File: config.mk
export PLATFORM = sky130hd
export DESIGN_NAME = tsn_cell
export DESIGN_NICKNAME = d
export VERILOG_FILES = /design/src/rtl/tsn_pkg.sv /design/src/rtl/tsn_cell.sv
export SDC_FILE = /design/constraint.sdc
export NUM_CORES = 2
export LEC_CHECK = 0
export BUFFER_PORTS_ARGS = -buffer_cell sky130_fd_sc_hd__buf_4
export CAP_MARGIN = 20
export CELL_PAD_IN_SITES_DETAIL_PLACEMENT = 0
export CELL_PAD_IN_SITES_GLOBAL_PLACEMENT = 1
export CORE_AREA = 2 2 512 514
export DETAILED_ROUTE_END_ITERATION = 8
export DIE_AREA = 0 0 514 516
export PLACE_DENSITY = 0.6
export SLEW_MARGIN = 20
export SYNTH_ARGS = -nofsm -noshare
export SYNTH_HDL_FRONTEND = slang
export SYNTH_SLANG_ARGS = --single-unit
File: constraint.sdc
create_clock -name clk -period 6.1 [get_ports clk]
set_input_delay 0.305 -clock clk [delete_from_list [all_inputs] [get_ports clk]]
set_output_delay 0.305 -clock clk [all_outputs]
set_load 0.005 [all_outputs]
File: src/rtl/tsn_pkg.sv
// tsn_pkg: widths and the stage record for the triangle surface normal block
// no dependencies; used by tsn_front, tsn_cell and triangle_surface_normal
package tsn_pkg;

  localparam int CW   = 16;  // coordinate width, q8.8
  localparam int EW   = 17;  // edge vector width
  localparam int PW   = 34;  // edge product width
  localparam int XW   = 35;  // cross product component width
  localparam int MW   = 34;  // cross product magnitude width
  localparam int HW   = 17;  // half of the magnitude for the partial products
  localparam int QW   = 68;  // squared component width
  localparam int SW   = 70;  // squared length width
  localparam int TS   = 28;  // target shift, 2^28 = (2^14)^2
  localparam int RW   = 96;  // residual width
  localparam int AW   = 86;  // n * squared length accumulator width
  localparam int DW   = 101; // trial difference width, top bit is the sign
  localparam int NW   = 15;  // normal magnitude width, 0..16384
  localparam int OW   = 16;  // normal output width, q1.14

  typedef struct packed {
    logic                  vld;
    logic                  degen;
    logic [SW-1:0]         s;
    logic [2:0][RW-1:0]    r;
    logic [2:0][AW-1:0]    p;
    logic [2:0][NW-1:0]    n;
    logic [2:0]            neg;
  } cell_t;

endpackage

File: src/rtl/tsn_cell.sv
// tsn_cell: decides one bit of the three normal magnitudes, one register stage
// depends on tsn_pkg
module tsn_cell #(
  parameter int K = 0
) (
  input  logic           clk,
  input  logic           rst,
  input  logic           adv,
  input  tsn_pkg::cell_t din,
  output tsn_pkg::cell_t dout
);

  logic [2:0][tsn_pkg::DW-1:0] trial;
  logic [2:0]                  ok;

  // trying n + 2^k: residual drops by s*(2^(k+1) n + 2^(2k))
  always_comb begin
    for (int i = 0; i < 3; i++) begin
      trial[i] = tsn_pkg::DW'(din.r[i])
               - (tsn_pkg::DW'(din.p[i]) << (K+1))
               - (tsn_pkg::DW'(din.s) << (2*K));
      ok[i]    = !trial[i][tsn_pkg::DW-1];
    end
  end

  always_ff @(posedge clk) begin
    if (rst) begin
      dout.vld <= 1'b0;
    end else if (adv) begin
      dout.vld <= din.vld;
    end
  end

  always_ff @(posedge clk) begin
    if (adv) begin
      dout.degen <= din.degen;
      dout.s     <= din.s;
      dout.neg   <= din.neg;
      for (int i = 0; i < 3; i++) begin
        if (ok[i]) begin
          dout.r[i] <= trial[i][tsn_pkg::RW-1:0];
          dout.p[i] <= din.p[i] + (tsn_pkg::AW'(din.s) << K);
          dout.n[i] <= din.n[i] | (tsn_pkg::NW'(1) << K);
        end else begin
          dout.r[i] <= din.r[i];
          dout.p[i] <= din.p[i];
          dout.n[i] <= din.n[i];
        end
      end
    end
  end

endmodule

# Word level (Yosys, flattened, before mapping)

Index checks and enable logic that the tools add are counted.

Add/subtract/negate cells: 9
Muxes and demuxes: 6

Operator list:

| operator                                       | number |
|---|---|
| 97-bit by 71-bit subtractor with 98-bit output | 3 |
| 96-bit by 87-bit subtractor with 97-bit output | 3 |
| 96-bit 2-to-1 mux                              | 3 |
| 86-bit by 70-bit adder with 86-bit output      | 3 |
| 86-bit 2-to-1 mux                              | 3 |

Register bits after elaboration: 666
Input port bits: 669
Output and inout port bits: 666
Word-level logic and storage cells: 31

# Logic depth before layout (Yosys ltp)

Word-level depth: 3
Mapped depth: 36

# Worst setup path after synthesis

Ideal clock, no wire load.

Path type: input-to-reg
From: input port din[138] (netlist name)
To: register dout[134] (netlist name), data pin
Library setup time: 0.260 ns
Data arrival time: 6.500 ns
Slack: -0.660 ns
Stages on the path: 33
Cell sequence: inv_1 -> ha_1 -> a21o_1 -> a31oi_1 -> o21ai_1 -> a31oi_1 -> o21ai_0 -> a21oi_1 -> o21ai_0 -> a21o_1 -> a21oi_1 -> o21a_1 -> o21bai_1 -> a21o_1 -> a21oi_1 -> xnor2_1 -> ha_1 -> clkbuf_1 -> nand2_1 -> nand2b_1 -> a31o_2 -> a31oi_1 -> o21a_1 -> nand2_1 -> a21oi_1 -> o31ai_1 -> a2111o_1 -> or3_4 -> nor2_4 -> a41o_1 -> buf_4 -> buf_4 -> mux2_2

Cells in the longest elaborated chain, start to end: 3

RTL lines:

| item                                           | RTL line       | RTL |
|---|---|---|
| start: declaration                             | tsn_cell.sv:9  | `input tsn_pkg::cell_t din,` |
| 96-bit by 87-bit subtractor with 97-bit output | tsn_cell.sv:20 | `- (tsn_pkg::DW'(din.p[i]) << (K+1))` |
| 97-bit by 71-bit subtractor with 98-bit output | tsn_cell.sv:21 | `- (tsn_pkg::DW'(din.s) << (2*K));` |
| 86-bit 2-to-1 mux                              | tsn_cell.sv:40 | `if (ok[i]) begin` |
| end: declaration                               | tsn_cell.sv:10 | `output tsn_pkg::cell_t dout` |

Every way passes these cells.
A chain may end at the register's enable or synchronous reset.

# Worst setup path in the final report

From: input port din[182] (netlist name)
To: register dout[432] (netlist name), data pin

Cells in the longest elaborated chain, start to end: 3

RTL lines:

| item                                           | RTL line |
|---|---|
| 96-bit by 87-bit subtractor with 97-bit output | tsn_cell.sv:20 |
| 97-bit by 71-bit subtractor with 98-bit output | tsn_cell.sv:21 |
| 96-bit 2-to-1 mux                              | tsn_cell.sv:40 |

Every way passes these cells.

==> metrics.log <==
INFO  metric grt_pass1_vias = approximately 84000
INFO  metric synth.lib_cells_used.distinct = ~110
INFO  metric finalWirelength = between 400 and 500 mm
INFO  metric synthArstFlopShare = 0
INFO  metric starting_utilization_of_the_core_area = 0.273
INFO  metric cts_root_buf = clkbuf_16
INFO  metric ys_ff_latch = about 670
INFO  metric synth_warnings = 0
INFO  metric ys_dominant_reg_cell = edfxtp_1
INFO  metric reg2reg_start = dout[665]
INFO  metric min_to = dout[269]
INFO  metric postSynthCellCount = roughly 8800
INFO  metric gpl.final_weighted_congestion = slightly above 1
INFO  metric timing_worst_setup_path_type = in2reg
INFO  metric worst-endpoint-required = between 6 and 7 ns
INFO  metric timing.final.max_slew_violations = 0
INFO  metric unrepaired_setup_endpoints_after_global_routing = yes
INFO  metric reg.largest.list = dout x666
INFO  metric largest_register_ff_count = 666
INFO  metric fin_skew = 0 ns
INFO  metric ir_drop = around 0.22 mV
INFO  metric design.final.nets = 13800
INFO  metric ff_to_ff_setup_slack = between 4 and 5 ns
INFO  metric dr_total_vias = between 80000 and 90000
INFO  metric finalWorstPathRequiredPeriod = 6.05 ns
INFO  metric share_of_layout_cells_above_drive_strength_1 = 0.303
INFO  metric ant_nets = 0
INFO  metric seq_area = between 0.015 and 0.02 sq mm
INFO  metric flow.area_growth_from_synthesis = 55.2%
INFO  metric power_leakage = 49.3 nW
INFO  metric synth_area = between 0.07 and 0.08 sq mm
INFO  metric worstPathBufferInverterCount = 9
INFO  metric mean_number_of_vias_per_cell = roughly 5.3
INFO  metric synth_enable_flop_cells = 665
INFO  metric hold-worst-slack = around 0.029 ns
INFO  metric postSynthNetCount = 10200
INFO  metric timing_hold_violations_final = 0
INFO  metric max_flop_register = dout
INFO  metric timing.critical_path.slowest_stage_cell = dlygate4sd3_1
INFO  metric hold_path.startpoint = din[269]
INFO  metric critical_path.top_delay_family = compound AO/OA/AOI/OAI gates
INFO  metric slowest_delay = 0.56 ns
INFO  metric synthMostInstantiatedCell = nand2_1
INFO  metric globalRouteTotalUtil = 0.324
INFO  metric crit-reg2reg-capture = dout[665]
INFO  metric synth_area_per_cell = approximately 8.0 sq um
INFO  metric cts.htree.levels = 3
INFO  metric area_used_by_multi_input_combinational_logic = 0.0484 sq mm
INFO  metric clock_latency = between 0.7 and 0.8 ns
INFO  metric place_hpwl = 384 mm
INFO  metric part_of_the_cycle_the_worst_path_needs = 0.992
INFO  metric core-area = 0.259 sq mm
INFO  metric maxCapViolations = 0
INFO  metric clk_path_buf_depth = 3
INFO  metric maxClockFrequency = between 150 and 200 MHz
INFO  metric clkSinkCount = 666
INFO  metric worst-r2r-cell-count = 3
INFO  metric detailedRoute.firstIterationViolations = around 7900
INFO  metric setup_viol = 0
INFO  metric gr-usage-met2 = 0.521
INFO  metric busiest_layer = met2
INFO  metric port-buffer-count = between 1000 and 1500
INFO  metric tritoncts_clock_tree = built
INFO  metric synth_top_cell_by_area = edfxtp_1
INFO  metric io_pins = 1335
INFO  metric floorplan.rows = approximately 190
INFO  metric post_drt_wl_per_cell = 28.3 um
INFO  metric pin_count_of_the_biggest_net_entering_global_routing = around 140
INFO  metric grt-ovfl-total = 0
INFO  metric postLayoutCoreUtil = 0.424
INFO  metric maxSlewHeadroom = 0.307
INFO  metric use_met1 = 0.421
INFO  metric yosysSeqAreaShare = 0.282
INFO  metric netlist_top_cells_count = 1114 x nand2_1, 896 x a21oi_1, 891 x o21ai_0
INFO  metric design.die.area = ~0.27 sq mm
INFO  metric grt_antenna_before_repair = between 100 and 150
INFO  metric critPathMaxFanout = 8
INFO  metric measured_slew_at_the_worst_slew_check_pin = approximately 1.0 ns
INFO  metric status = complete, no violations
INFO  metric power_density = between 200 and 300 mW/mm^2
INFO  metric crit_path_start_kind = input port
INFO  metric path_clk_slew = 0.06 ns
INFO  metric critical-path-top-cell-by-count = nand2_1
INFO  metric post-synth-top-area-fraction = 0.282
INFO  metric min_delay_path_depth = 3
INFO  metric detail_route.drc_violations = 0
INFO  metric chipHeight = 516 um
INFO  metric dieWidth = roughly 510 um
INFO  metric grt_first_pass_wirelength = 614 mm
INFO  metric crit_arrival = between 6 and 7 ns
INFO  metric fill_cells = roughly 26000
INFO  metric number_of_iterations_in_the_first_detailed_routing_pass = 6
INFO  metric use_met3 = 0.0486
INFO  metric cp-end-kind = flip-flop
INFO  metric holdCritPathClass = in2reg
INFO  metric cts_made_buffers = 92
INFO  metric synth.top_cells.by_area = edfxtp_1 28%, ha_1 12%, a21oi_1 6.3%
power by group:
| part | internal [mW] | switching, mW |
|---|---|---|
| clock | 3.32 | 2.52 |
| combinational | 7.12 | 8.44 |
| sequential | 6.39 | 0.695 |
kinds of logic after synthesis:
kind of cell               Yosys count  share of synthesized area
AOI/OAI and AO/OA                 3070                      0.268
xor gates and xnor gates           745                     0.0922
adders and majority gates          687                      0.122
buffers and inverters              899                     0.0506
DFF                                666                      0.282
muxes                               24                    0.00366
and+or+nand+nor                   2717                      0.182
how the worst max path moves through the flow:
stage             start        end  cells after the start
5_1_grt        din[137]  dout[432]                     37
3_3_place_gp   din[220]  dout[280]                     30
4_1_cts         din[85]   dout[92]                     32
6_report       din[182]  dout[432]                     29
3_5_place_dp   din[220]  dout[280]                     30
2_1_floorplan  din[135]  dout[134]                     33
worst register-to-register path: stages, from the launching register on:
cell,delay [ns]
dfxtp_1,0.31
mux2i_1,0.12
nor2_1,0.05
dlygate4sd3_1,0.55
layer usage:
| metal | up-vias | share of wire |
|---|---|---|
| met2 | 3710 | 0.45 |
| li1 | 39800 | - |
| met3 | 752 | 0.070 |
| met5 | - | 0.00014 |
| met1 | 41400 | 0.43 |
| met4 | 10 | 0.058 |
through the flow:
step	cell area, sq um	setup TNS, ns	total power, mW	worst slack (ns)	cells
floorplan	71000	-2.97	13.2	-0.114	8808
global placement	98800	-652.12	21.8	-1.70	15100
detailed placement	98800	-673.88	21.8	-1.69	15100
CTS	108000	0	28.2	0.00285	15900
global route	110000	-2.25	29.8	-0.0876	16000
finish	110000	0	28.5	0.0475	16000
placed cells by master (no fill, tap or decap), types with 24 or more instances in the layout:
| master | instances |
|---|---|
| and3_1 | 69 |
| o21bai_1 | 153 |
| a21boi_0 | 31 |
| inv_1 | 519 |
| o31ai_1 | 51 |
| nor3_1 | 164 |
| nand2b_1 | 80 |
| nand2_1 | 1109 |
| a31oi_1 | 84 |
| a211oi_1 | 49 |
| o21ai_0 | 818 |
| diode_2 | 59 |
| nor2b_1 | 52 |
| nor4_1 | 64 |
| o21ai_1 | 64 |
| o211ai_1 | 60 |
| o31a_1 | 24 |
| or2_2 | 37 |
| or3_1 | 48 |
| buf_12 | 27 |
| a21o_1 | 391 |
| ha_1 | 667 |
| nand4_1 | 223 |
| a21oi_1 | 868 |
| clkbuf_16 | 110 |
| and4_1 | 33 |
| and2_1 | 43 |
| nor2_1 | 498 |
| buf_4 | 3301 |
| a21oi_2 | 24 |
| xor2_1 | 271 |
| nand3_1 | 156 |
| o21ai_2 | 33 |
| o21a_1 | 113 |
| edfxtp_1 | 665 |
| xnor2_1 | 461 |
| dlygate4sd3_1 | 592 |
cell type report:
cell class,instances,area share
multi-input cells,7243,0.440
clock buffers,113,0.0220
flip-flops and latches,666,0.182
clock inverters,55,0.00625
repair buffers,3967,0.292
well taps,3402,0.0387
diodes,59,0.00134
inverters,522,0.0179
repair_timing:
action	CTS	global route
setup buffers	9	35
endpoints found under the setup margin	548	547
pin swaps	15	70
gates resized for setup	52	255
gates cloned	2	21
endpoints found under the hold margin	591	0
hold buffers	593	0
Power figures use the tool's default switching activity.
